[src/rtl/feistel_frame_decrypt_check_macros.svh]
// Assertion macros shared by the frame decrypt and check RTL.
`ifndef FEISTEL_FRAME_DECRYPT_CHECK_MACROS_SVH
`define FEISTEL_FRAME_DECRYPT_CHECK_MACROS_SVH

// Same-cycle implication, disabled while reset is asserted.
`define FFDC_ASSERT_IMP(label, clk, rst_n, ante, cons, msg) \
    label: assert property (@(posedge clk) disable iff (!rst_n) (ante) |-> (cons)) \
        else $error(msg);

// Next-cycle implication, disabled while reset is asserted.
`define FFDC_ASSERT_NXT(label, clk, rst_n, ante, cons, msg) \
    label: assert property (@(posedge clk) disable iff (!rst_n) (ante) |=> (cons)) \
        else $error(msg);

`endif

[src/rtl/ffdc_pkg.sv]
// Types, constants and cipher/CRC functions of the frame decrypt and check block.
package ffdc_pkg;

    localparam int unsigned ROUND_COUNT_DEF = 8;
    localparam int unsigned KEY_WORDS       = 4;
    localparam int unsigned BLOCK_BYTES     = 10;
    localparam int unsigned HALF_W          = 40;
    localparam int unsigned CFG_ADDR_W      = 4;
    localparam int unsigned CFG_DATA_W      = 32;

    localparam logic [7:0]  SUBKEY_MASK = 8'hA5;
    localparam logic [7:0]  POOL_MASK   = 8'h5A;
    localparam logic [7:0]  MIX_ADD     = 8'h3D;
    localparam logic [15:0] CRC_POLY    = 16'h1021;
    localparam logic [15:0] CRC_INIT    = 16'hFFFF;

    typedef enum logic [1:0] {
        REG_KEY_WORD0,
        REG_KEY_WORD1,
        REG_KEY_WORD2,
        REG_KEY_WORD3
    } t_reg_idx;

    localparam logic [CFG_DATA_W-1:0] KEY_RESET [KEY_WORDS] = '{
        32'h582713B1, 32'h01EFCD9A, 32'h88664422, 32'h00EECCAA
    };

    localparam logic [3:0] SBOX [16] = '{
        4'hC, 4'h5, 4'h6, 4'hB, 4'h9, 4'h0, 4'hA, 4'hD,
        4'h3, 4'hE, 4'hF, 4'h8, 4'h4, 4'h7, 4'h1, 4'h2
    };

    localparam int unsigned PERM [BLOCK_BYTES] = '{4, 2, 8, 0, 6, 3, 9, 7, 1, 5};

    typedef logic [HALF_W-1:0] t_half;

    typedef struct packed {
        logic [15:0] frame_word4;
        logic [15:0] frame_word3;
        logic [15:0] frame_word2;
        logic [15:0] frame_word1;
        logic [15:0] frame_word0;
    } t_frame;

    typedef struct packed {
        logic               crc_ok;
        logic [31:0]        uid_word;
        logic signed [15:0] temperature;
        logic [15:0]        humidity;
    } t_result;

    typedef struct packed {
        t_half left;
        t_half right;
    } t_block;

    typedef logic [63:0][15:0] t_crc_cols;

    // out byte i = in byte PERM[i]
    function automatic logic [79:0] permute(logic [79:0] src);
        logic [79:0] dst;
        for (int i = 0; i < BLOCK_BYTES; i++) begin
            dst[8*i +: 8] = src[8*PERM[i] +: 8];
        end
        return dst;
    endfunction

    function automatic logic [7:0] sub_byte(logic [7:0] v);
        return {SBOX[v[7:4]], SBOX[v[3:0]]};
    endfunction

    // Byte n of the unrolled key pool: each wrap past the end mixes in a round mask.
    function automatic logic [7:0] pool_byte(logic [127:0] key, int unsigned n);
        logic [7:0] b;
        b = key[8*(n & 15) +: 8];
        for (int t = 1; t < 3; t++) begin
            if (n >= 16*t) begin
                b = b ^ (POOL_MASK ^ 8'(n - 16*t));
            end
        end
        return b;
    endfunction

    function automatic t_half subkey(logic [127:0] key, int unsigned r);
        t_half sk;
        for (int unsigned i = 0; i < 5; i++) begin
            sk[8*i +: 8] = pool_byte(key, r + ((r + i) & 15)) ^
                           (SUBKEY_MASK ^ 8'((r*13 + i*7) & 255));
        end
        return sk;
    endfunction

    function automatic t_half round_fn(t_half half, t_half key, int unsigned amt);
        t_half      word;
        t_half      rot;
        logic [7:0] b0;
        logic [7:0] b2;
        for (int i = 0; i < 5; i++) begin
            word[8*i +: 8] = sub_byte(half[8*i +: 8] ^ key[8*i +: 8]);
        end
        if (amt == 0) begin
            rot = word;
        end else begin
            rot = (word << amt) | (word >> (HALF_W - amt));
        end
        b0 = rot[7:0] ^ (rot[39:32] + MIX_ADD);
        b2 = rot[23:16] ^ (b0 + rot[15:8]);
        return {rot[39:24], b2, rot[15:8], b0};
    endfunction

    // Bitwise CRC, MSB first; only evaluated on constants.
    function automatic logic [15:0] crc_run(logic [63:0] msg, logic [15:0] init);
        logic [15:0] crc;
        crc = init;
        for (int i = 0; i < 8; i++) begin
            crc = crc ^ {msg[8*i +: 8], 8'h00};
            for (int b = 0; b < 8; b++) begin
                crc = crc[15] ? ((crc << 1) ^ CRC_POLY) : (crc << 1);
            end
        end
        return crc;
    endfunction

    function automatic t_crc_cols crc_cols_build();
        t_crc_cols cols;
        for (int j = 0; j < 64; j++) begin
            cols[j] = crc_run(64'(1) << j, 16'h0000);
        end
        return cols;
    endfunction

    localparam t_crc_cols   CRC_COLS = crc_cols_build();
    localparam logic [15:0] CRC_BASE = crc_run(64'h0, CRC_INIT);

    // CRC is linear: base term for the init value, one column per set message bit.
    function automatic logic [15:0] crc_calc(logic [63:0] msg);
        logic [15:0] crc;
        crc = CRC_BASE;
        for (int j = 0; j < 64; j++) begin
            if (msg[j]) begin
                crc = crc ^ CRC_COLS[j];
            end
        end
        return crc;
    endfunction

endpackage

[src/rtl/ffdc_key_sched.sv]
// Key registers on the APB port and the registered round subkey table.
`include "feistel_frame_decrypt_check_macros.svh"

module ffdc_key_sched #(
    parameter int unsigned ROUND_COUNT = ffdc_pkg::ROUND_COUNT_DEF
) (
    input  logic                                i_clk,
    input  logic                                i_rst_n,
    input  logic                                psel,
    input  logic                                penable,
    input  logic                                pwrite,
    input  logic [ffdc_pkg::CFG_ADDR_W-1:0]     paddr,
    input  logic [ffdc_pkg::CFG_DATA_W-1:0]     pwdata,
    output logic [ffdc_pkg::CFG_DATA_W-1:0]     prdata,
    output logic                                pready,
    output logic [ROUND_COUNT-1:0][ffdc_pkg::HALF_W-1:0] o_subkey
);

    logic [ffdc_pkg::CFG_DATA_W-1:0] r_key [ffdc_pkg::KEY_WORDS];
    logic [ROUND_COUNT-1:0][ffdc_pkg::HALF_W-1:0] r_subkey;
    logic [ROUND_COUNT-1:0][ffdc_pkg::HALF_W-1:0] n_subkey;
    logic                  wr_en;
    ffdc_pkg::t_reg_idx    reg_idx;
    logic [127:0]          key_all;

    assign pready  = 1'b1;
    assign wr_en   = psel && penable && pwrite;
    assign reg_idx = ffdc_pkg::t_reg_idx'(paddr[3:2]);
    assign key_all = {r_key[3], r_key[2], r_key[1], r_key[0]};

    always_ff @(posedge i_clk) begin
        if (!i_rst_n) begin
            for (int i = 0; i < ffdc_pkg::KEY_WORDS; i++) begin
                r_key[i] <= ffdc_pkg::KEY_RESET[i];
            end
        end else if (wr_en) begin
            unique case (reg_idx)
                ffdc_pkg::REG_KEY_WORD0: r_key[0] <= pwdata;
                ffdc_pkg::REG_KEY_WORD1: r_key[1] <= pwdata;
                ffdc_pkg::REG_KEY_WORD2: r_key[2] <= pwdata;
                ffdc_pkg::REG_KEY_WORD3: r_key[3] <= pwdata;
                default: ;
            endcase
        end
    end

    always_comb begin
        unique case (reg_idx)
            ffdc_pkg::REG_KEY_WORD0: prdata = r_key[0];
            ffdc_pkg::REG_KEY_WORD1: prdata = r_key[1];
            ffdc_pkg::REG_KEY_WORD2: prdata = r_key[2];
            ffdc_pkg::REG_KEY_WORD3: prdata = r_key[3];
            default:                 prdata = '0;
        endcase
    end

    // Subkeys follow key writes; user must keep the pipe empty then; not enforced.
    always_comb begin
        for (int unsigned r = 0; r < ROUND_COUNT; r++) begin
            n_subkey[r] = ffdc_pkg::subkey(key_all, r);
        end
    end

    always_ff @(posedge i_clk) begin
        r_subkey <= n_subkey;
    end

    assign o_subkey = r_subkey;

    `FFDC_ASSERT_NXT(a_key_write, i_clk, i_rst_n, wr_en, (r_key[$past(paddr[3:2])] == $past(pwdata)), "key register does not hold written word")

endmodule

[src/rtl/ffdc_round_stage.sv]
// One registered Feistel decryption round with its own valid and ready.
`include "feistel_frame_decrypt_check_macros.svh"

module ffdc_round_stage #(
    parameter int unsigned RND_NUM = 0
) (
    input  logic             i_clk,
    input  logic             i_rst_n,
    input  logic             i_valid,
    output logic             o_ready,
    input  ffdc_pkg::t_block i_block,
    input  ffdc_pkg::t_half  i_subkey,
    output logic             o_valid,
    input  logic             i_ready,
    output ffdc_pkg::t_block o_block
);

    localparam int unsigned ROT = (RND_NUM + 1) % ffdc_pkg::HALF_W;

    logic             r_valid;
    ffdc_pkg::t_block r_block;
    ffdc_pkg::t_block n_block;
    ffdc_pkg::t_half  mix;
    logic             load;

    assign o_ready = !r_valid || i_ready;
    assign load    = i_valid && o_ready;

    // Swap halves, then fold the round function of the old left into the new left.
    always_comb begin
        mix           = ffdc_pkg::round_fn(i_block.left, i_subkey, ROT);
        n_block.left  = i_block.right ^ mix;
        n_block.right = i_block.left;
    end

    always_ff @(posedge i_clk) begin
        if (!i_rst_n) begin
            r_valid <= 1'b0;
        end else if (o_ready) begin
            r_valid <= i_valid;
        end
    end

    always_ff @(posedge i_clk) begin
        if (load) begin
            r_block <= n_block;
        end
    end

    assign o_valid = r_valid;
    assign o_block = r_block;

    `FFDC_ASSERT_NXT(a_stage_hold, i_clk, i_rst_n, (r_valid && !i_ready),
        (r_valid && $stable(r_block)), "stalled round stage lost or changed its item")

endmodule

[src/rtl/ffdc_check_stage.sv]
// Output permutation, CRC check and the registered result.
`include "feistel_frame_decrypt_check_macros.svh"

module ffdc_check_stage (
    input  logic              i_clk,
    input  logic              i_rst_n,
    input  logic              i_valid,
    output logic              o_ready,
    input  ffdc_pkg::t_block  i_block,
    output logic              o_valid,
    input  logic              i_ready,
    output ffdc_pkg::t_result o_result
);

    logic              r_valid;
    ffdc_pkg::t_result r_result;
    ffdc_pkg::t_result n_result;
    logic [79:0]       plain;
    logic [15:0]       crc;
    logic              match;

    assign o_ready = !r_valid || i_ready;

    always_comb begin
        plain = ffdc_pkg::permute({i_block.right, i_block.left});
        crc   = ffdc_pkg::crc_calc(plain[63:0]);
        match = (crc == plain[79:64]);
        n_result.crc_ok = match;
        if (match) begin
            n_result.uid_word    = plain[31:0];
            n_result.temperature = $signed(plain[47:32]);
            n_result.humidity    = plain[63:48];
        end else begin
            n_result.uid_word    = '0;
            n_result.temperature = '0;
            n_result.humidity    = '0;
        end
    end

    always_ff @(posedge i_clk) begin
        if (!i_rst_n) begin
            r_valid <= 1'b0;
        end else if (o_ready) begin
            r_valid <= i_valid;
        end
    end

    always_ff @(posedge i_clk) begin
        if (i_valid && o_ready) begin
            r_result <= n_result;
        end
    end

    assign o_valid  = r_valid;
    assign o_result = r_result;

    `FFDC_ASSERT_IMP(a_zero_on_fail, i_clk, i_rst_n, (r_valid && !r_result.crc_ok),
        ((r_result.uid_word == '0) && (r_result.temperature == '0) &&
         (r_result.humidity == '0)), "failed frame carries data")

endmodule

[src/rtl/feistel_frame_decrypt_check.sv]
// Top level of the frame decrypt and check pipeline.
//
// Use: present a 10-byte encrypted frame on i_in_data with i_in_valid; it is
// taken on an edge where o_in_ready is also high. Each frame gives exactly one
// result on o_out_data, taken on an edge where o_out_valid and i_out_ready
// are both high. The 128-bit key sits in four 32-bit registers on the APB
// port (byte addresses 0, 4, 8, 12); write them only while no frame is in
// flight.
// Pipeline: one input register, one register stage per round, one stage for
// the output permutation and CRC check. A new frame can be taken every cycle
// as long as the output is not stalled. Every stage has its own valid bit and
// ready, so a stalled receiver fills the bubbles first; input ready drops
// only once all ROUND_COUNT + 2 stages hold a frame. Nothing is dropped or
// repeated under stall. Reset clears all valid bits and loads the default
// key; the subkey table is registered from the key registers and follows
// any key write.
`include "feistel_frame_decrypt_check_macros.svh"

module feistel_frame_decrypt_check #(
    parameter int unsigned ROUND_COUNT = ffdc_pkg::ROUND_COUNT_DEF
) (
    input  logic                            i_clk,
    input  logic                            i_rst_n,
    input  logic                            i_in_valid,
    output logic                            o_in_ready,
    input  ffdc_pkg::t_frame                i_in_data,
    output logic                            o_out_valid,
    input  logic                            i_out_ready,
    output ffdc_pkg::t_result               o_out_data,
    input  logic                            psel,
    input  logic                            penable,
    input  logic                            pwrite,
    input  logic [ffdc_pkg::CFG_ADDR_W-1:0] paddr,
    input  logic [ffdc_pkg::CFG_DATA_W-1:0] pwdata,
    output logic [ffdc_pkg::CFG_DATA_W-1:0] prdata,
    output logic                            pready
);

    logic [ROUND_COUNT-1:0][ffdc_pkg::HALF_W-1:0] subkey;
    logic [ROUND_COUNT:0] stage_valid;
    logic [ROUND_COUNT:0] stage_ready;
    ffdc_pkg::t_block     stage_block [ROUND_COUNT+1];

    logic             r_in_valid;
    ffdc_pkg::t_frame r_frame;
    logic [79:0]      work;

    ffdc_key_sched #(
        .ROUND_COUNT (ROUND_COUNT)
    ) u_key_sched (
        .i_clk    (i_clk),
        .i_rst_n  (i_rst_n),
        .psel     (psel),
        .penable  (penable),
        .pwrite   (pwrite),
        .paddr    (paddr),
        .pwdata   (pwdata),
        .prdata   (prdata),
        .pready   (pready),
        .o_subkey (subkey)
    );

    assign o_in_ready = !r_in_valid || stage_ready[0];

    always_ff @(posedge i_clk) begin
        if (!i_rst_n) begin
            r_in_valid <= 1'b0;
        end else if (o_in_ready) begin
            r_in_valid <= i_in_valid;
        end
    end

    always_ff @(posedge i_clk) begin
        if (i_in_valid && o_in_ready) begin
            r_frame <= i_in_data;
        end
    end

    // Cipher bytes come in little endian; permute, low five bytes form the right half.
    assign work                 = ffdc_pkg::permute(r_frame);
    assign stage_valid[0]       = r_in_valid;
    assign stage_block[0].right = work[39:0];
    assign stage_block[0].left  = work[79:40];

    // Subkeys run in reverse: the first stage uses the last round's key.
    for (genvar k = 0; k < ROUND_COUNT; k++) begin : g_round
        ffdc_round_stage #(
            .RND_NUM (ROUND_COUNT - 1 - k)
        ) u_round (
            .i_clk    (i_clk),
            .i_rst_n  (i_rst_n),
            .i_valid  (stage_valid[k]),
            .o_ready  (stage_ready[k]),
            .i_block  (stage_block[k]),
            .i_subkey (subkey[ROUND_COUNT - 1 - k]),
            .o_valid  (stage_valid[k+1]),
            .i_ready  (stage_ready[k+1]),
            .o_block  (stage_block[k+1])
        );
    end

    ffdc_check_stage u_check (
        .i_clk    (i_clk),
        .i_rst_n  (i_rst_n),
        .i_valid  (stage_valid[ROUND_COUNT]),
        .o_ready  (stage_ready[ROUND_COUNT]),
        .i_block  (stage_block[ROUND_COUNT]),
        .o_valid  (o_out_valid),
        .i_ready  (i_out_ready),
        .o_result (o_out_data)
    );

    `FFDC_ASSERT_IMP(a_full_only_on_stall, i_clk, i_rst_n, !o_in_ready,
        (o_out_valid && !i_out_ready), "input blocked while output is not stalled")

endmodule

[config.mk]
export PLATFORM = sky130hd
export DESIGN_NAME = feistel_frame_decrypt_check
export DESIGN_NICKNAME = d
export VERILOG_FILES = /design/src/rtl/ffdc_pkg.sv /design/src/rtl/ffdc_key_sched.sv /design/src/rtl/ffdc_round_stage.sv /design/src/rtl/ffdc_check_stage.sv /design/src/rtl/feistel_frame_decrypt_check.sv
export VERILOG_INCLUDE_DIRS = /design/src /design/src/rtl
export SDC_FILE = /design/constraint.sdc
export NUM_CORES = 2
export LEC_CHECK = 0
export ABC_AREA = 1
export BUFFER_PORTS_ARGS = -buffer_cell sky130_fd_sc_hd__clkbuf_2
export CAP_MARGIN = 10
export CELL_PAD_IN_SITES_DETAIL_PLACEMENT = 2
export CELL_PAD_IN_SITES_GLOBAL_PLACEMENT = 2
export CORE_MARGIN = 5
export CORE_UTILIZATION = 44
export DETAILED_ROUTE_END_ITERATION = 12
export PLACE_DENSITY_LB_ADDON = 0.1
export RECOVER_POWER = 100
export SLEW_MARGIN = 5
export SYNTH_ARGS = -nofsm -noshare
export SYNTH_HDL_FRONTEND = slang
export SYNTH_SLANG_ARGS = --single-unit
[constraint.sdc]
create_clock -name i_clk -period 9.95 [get_ports i_clk]
set_clock_uncertainty 0.2 [all_clocks]
set_input_delay 1.4925 -clock i_clk [delete_from_list [all_inputs] [get_ports i_clk]]
set_output_delay 1.4925 -clock i_clk [all_outputs]
set_load 0.03 [all_outputs]
==> metrics.md <==
| Metric | Value |
|---|---|
| Fmax | 142 MHz |
| H-tree levels | 4 |
| Max Buffers Root-to-Sink | 3 |
| Reg2Reg Setup Slack | 3.35 ns |
| IO Count | 223 |
| Sequential element share of the synthesized area | 49.6% |
| Peak supply drop | 0.195 mV |
| Hold Vio Cnt, Final | 0 |
| Ys flop type | edfxtp_1 |
| Total Wirelength | 255 mm |
| Yosys cell types | 52 |
| TritonCTS Sinks | 1091 |
| Syn Inst Count | 6416 |
| Synth cell count leaders | 1504 x nand2_1, 913 x edfxtp_1, 768 x inv_1 |
| Mapped Area | 62400 sq um |
| CTS Root Cell | clkbuf_16 |
| Final Setup Violations | 0 |
| Worst setup SP type | input pin |
| Most frequent CP cell | nor2_1 |
| Hold Path Class | register to register |
| Most Crowded Layer GR | met2 |
| DRT Pass-1 Iters | 6 |
| Hold EP | u_key_sched.o_subkey[117]$_DFF_P_ |
| Vias in the first global route | 52900 |
| Cts repair resizes | 0 |
| Fraction of registers with async set/reset | 0% |
| Overall routing resource usage | 33.4% |
| Drt wl/cell | 29.3 um |
| Total CTS buffers | 130 |
| Nets | 7285 |
| Core Area | 141000 sq um |
| Fin Setup TNS | 0 ns |
| WP data required | 10.05 ns |
| Top cells by area, synth | edfxtp_1 44%, nand2_1 9.0%, ha_1 8.7% |
| Top-count cell post-synth | nand2_1 |
| 1st-iter DRT viols | 2845 |
| CP Capture Type | register |
| Die ar. | 150000 sq um |
| P_leak | 0.0300 uW |
| Vias/cell | 5.50 |
| GPL Wtd Cong | 0.957 |
| Failing checks | max-capacitance violations, max-slew violations |
| Worst-Margin Slew | 4.34 ns |
| DIE WIDTH | 387 um |
| Crit Path Category | input pin to register |
| Starting Density | 44.2% |
| Hold Path Stages | 0 |
| Post-Syn Nets | 6981 |
| Antenna viol nets, final | 0 |
| First-pass GRT wire length | 366 mm |
| Fin. max-slew vios | 1058 |
| Fraction of layout cells with a size suffix above 1 | 7.88% |
| Final Util | 49.4% |
| CP top delay family | buffers and inverters |
| HP Start | u_key_sched.r_key[2][5]$_SDFFCE_PN1P_ |
| Crit-path cells | clkbuf_2, nor2_1, inv_1, nor2_1, inv_1, nor2_1, inv_1, nor2_1, inv_1, nor2_1, inv_1, nor2_1, inv_1, nor2_1, a21oi_1, clkbuf_1 |
| Initial antenna violation count | 16 |
| Post-synth top area share | 43.9% |
| Slowest Stage Delay on Critical Path | 2.83 ns |
| Drc violations | 0 |
| Worst skew pair latency | 0.79 ns |
| Largest net degree at the start of global routing | 81 |
| CTS tree | done |
| Pwr Total | 15700 uW |
| Die Ht | 387 um |
| R2r startpoint | u_check.o_valid$_SDFFE_PN0P_ |
| Critical path peak fanout | 63 |
| Post-synth EDFFs | 913 |
| Min Clock Period, post-route | 7.05 ns |
| Register bit total from synthesis | 1091 |
| Grt total ovfl | 0 |
| HPWL after DPL | 201 mm |
| Final period utilization | 70.8% |
| Synth warn | 0 |
| Crit path arrival time | 7.14 ns |
| Reg clk slew, reported paths | 0.06 ns |
| Port-buffer cells | 219 |
| RSZ-0062 raised after global routing | false |
| Routing usage on met3 | 4.13% |
| Pwr dens | 225 nW/um^2 |
| Rel. slew slack | -189% |
| Via count | 47900 |
| Rows | 138 |
| Max_cap viols | 29 |
| Post-synth top area cell | edfxtp_1 |
| Layout area overhead | 11.8% |
| Met1 Use GR | 37.0% |
| Worst Path Buf+Inv | 8 |
| Synthesized area per cell | 9.73 sq um |
| Status | finished with violations |
| Worst r2r path cells | 16 |
| Reg2reg end | g_round[1].u_round.o_block[12]$_DFFE_PP_ |
| Setup Fix Bufs, Post-CTS | 0 |
| Cts hold-fix bufs | 0 |
| CP max stage cell | clkbuf_1 |
| Grt met2 use | 60.3% |
-- state kept, by name (all words and copies together), names as in the netlist --
name	flops
g_round.u_round.o_block	640
u_key_sched.o_subkey	168
u_key_sched.r_key	128
r_frame	80
u_check.o_result	65
g_round.u_round.o_valid	8
r_in_valid	1
u_check.o_valid	1
-- worst max-delay path by stage --
stage                      from                                  endpoint  slack [ns]  cells past startpoint
floorplan           i_out_ready   g_round[1].u_round.o_block[0]$_DFFE_PP_        3.17                     14
global placement    i_out_ready                                o_in_ready        4.14                     18
detailed placement  i_out_ready                                o_in_ready        3.81                     18
CTS                 i_out_ready                                o_in_ready        3.67                     18
global route        i_out_ready   g_round[1].u_round.o_block[7]$_DFFE_PP_        2.57                     16
finish              i_out_ready  g_round[1].u_round.o_block[12]$_DFFE_PP_        2.90                     16
-- cell families (layout without fill, tap and decap cells) --
kind of cell             count (synthesis)  count (layout)  synth area share (%)
XOR/XNOR                               991             991                  13.9
buffers and inverters                  914            1324                  5.78
multiplexers                            10              10                 0.180
AND/OR/NAND/NOR                       2172            2172                  14.4
flip-flops                            1091            1091                  49.6
adder cells (fa/ha/maj)                442             442                  8.95
other                                    1               2               0.00601
AO/OA/AOI/OAI                          795             795                  7.14
-- per-layer routing --
| layer | share of wire [%] | vias up |
|---|---|---|
| li1 | - | 21500 |
| met1 | 37 | 24300 |
| met2 | 50 | 1419 |
| met3 | 4.4 | 598 |
| met4 | 8.1 | 6 |
| met5 | 0.016 | - |
-- final cells by class --
cell class / instances / area [sq um]
timing repair buffer: 266 / 1180
clock inverter: 53 / 657
inverter: 820 / 3090
fill: 15000 / 71400
multi-input combinational: 4411 / 27800
sequential: 1091 / 31000
clock buffer: 185 / 3680
tap: 1890 / 2360
antenna: 1 / 2.50
-- layout by cell type (no fill, tap or decap), types with 11 or more instances in the layout --
cell	count
o22ai_1	12
a31oi_1	16
clkbuf_16	133
o2111ai_1	14
inv_1	763
o21ai_0	438
xor2_1	509
o31ai_1	38
clkbuf_2	113
a21oi_1	162
edfxtp_1	913
nand3_1	205
clkinv_1	11
buf_4	12
nand2_2	12
nor2_1	241
nand3b_1	20
nor2_2	49
dfxtp_1	178
nand4_1	17
ha_1	434
clkinv_2	16
o211ai_1	71
nor3_1	12
xnor2_1	480
or2_2	98
clkbuf_1	176
clkbuf_8	16
inv_2	48
nand2_1	1504
-- stage by stage --
stage               hold slack (ns)  setup slack, ns  instances  instance area (sq um)
floorplan                     0.148             3.17       6416                  62400
global placement              0.151             4.14       8478                  65800
detailed placement            0.161             3.81       8478                  65800
CTS                           0.174             3.67       8716                  70200
global route                  0.184             2.57       8716                  69800
finish                        0.173             2.90       8717                  69800
-- power breakdown --
group / switching, uW / total, uW / internal (uW)
clock: 2080 / 4930 / 2850
combinational: 3360 / 5030 / 1670
sequential: 283 / 5760 / 5480
total: 5720 / 15700 / 10000
No activity file was read; power rests on OpenSTA's default activity.
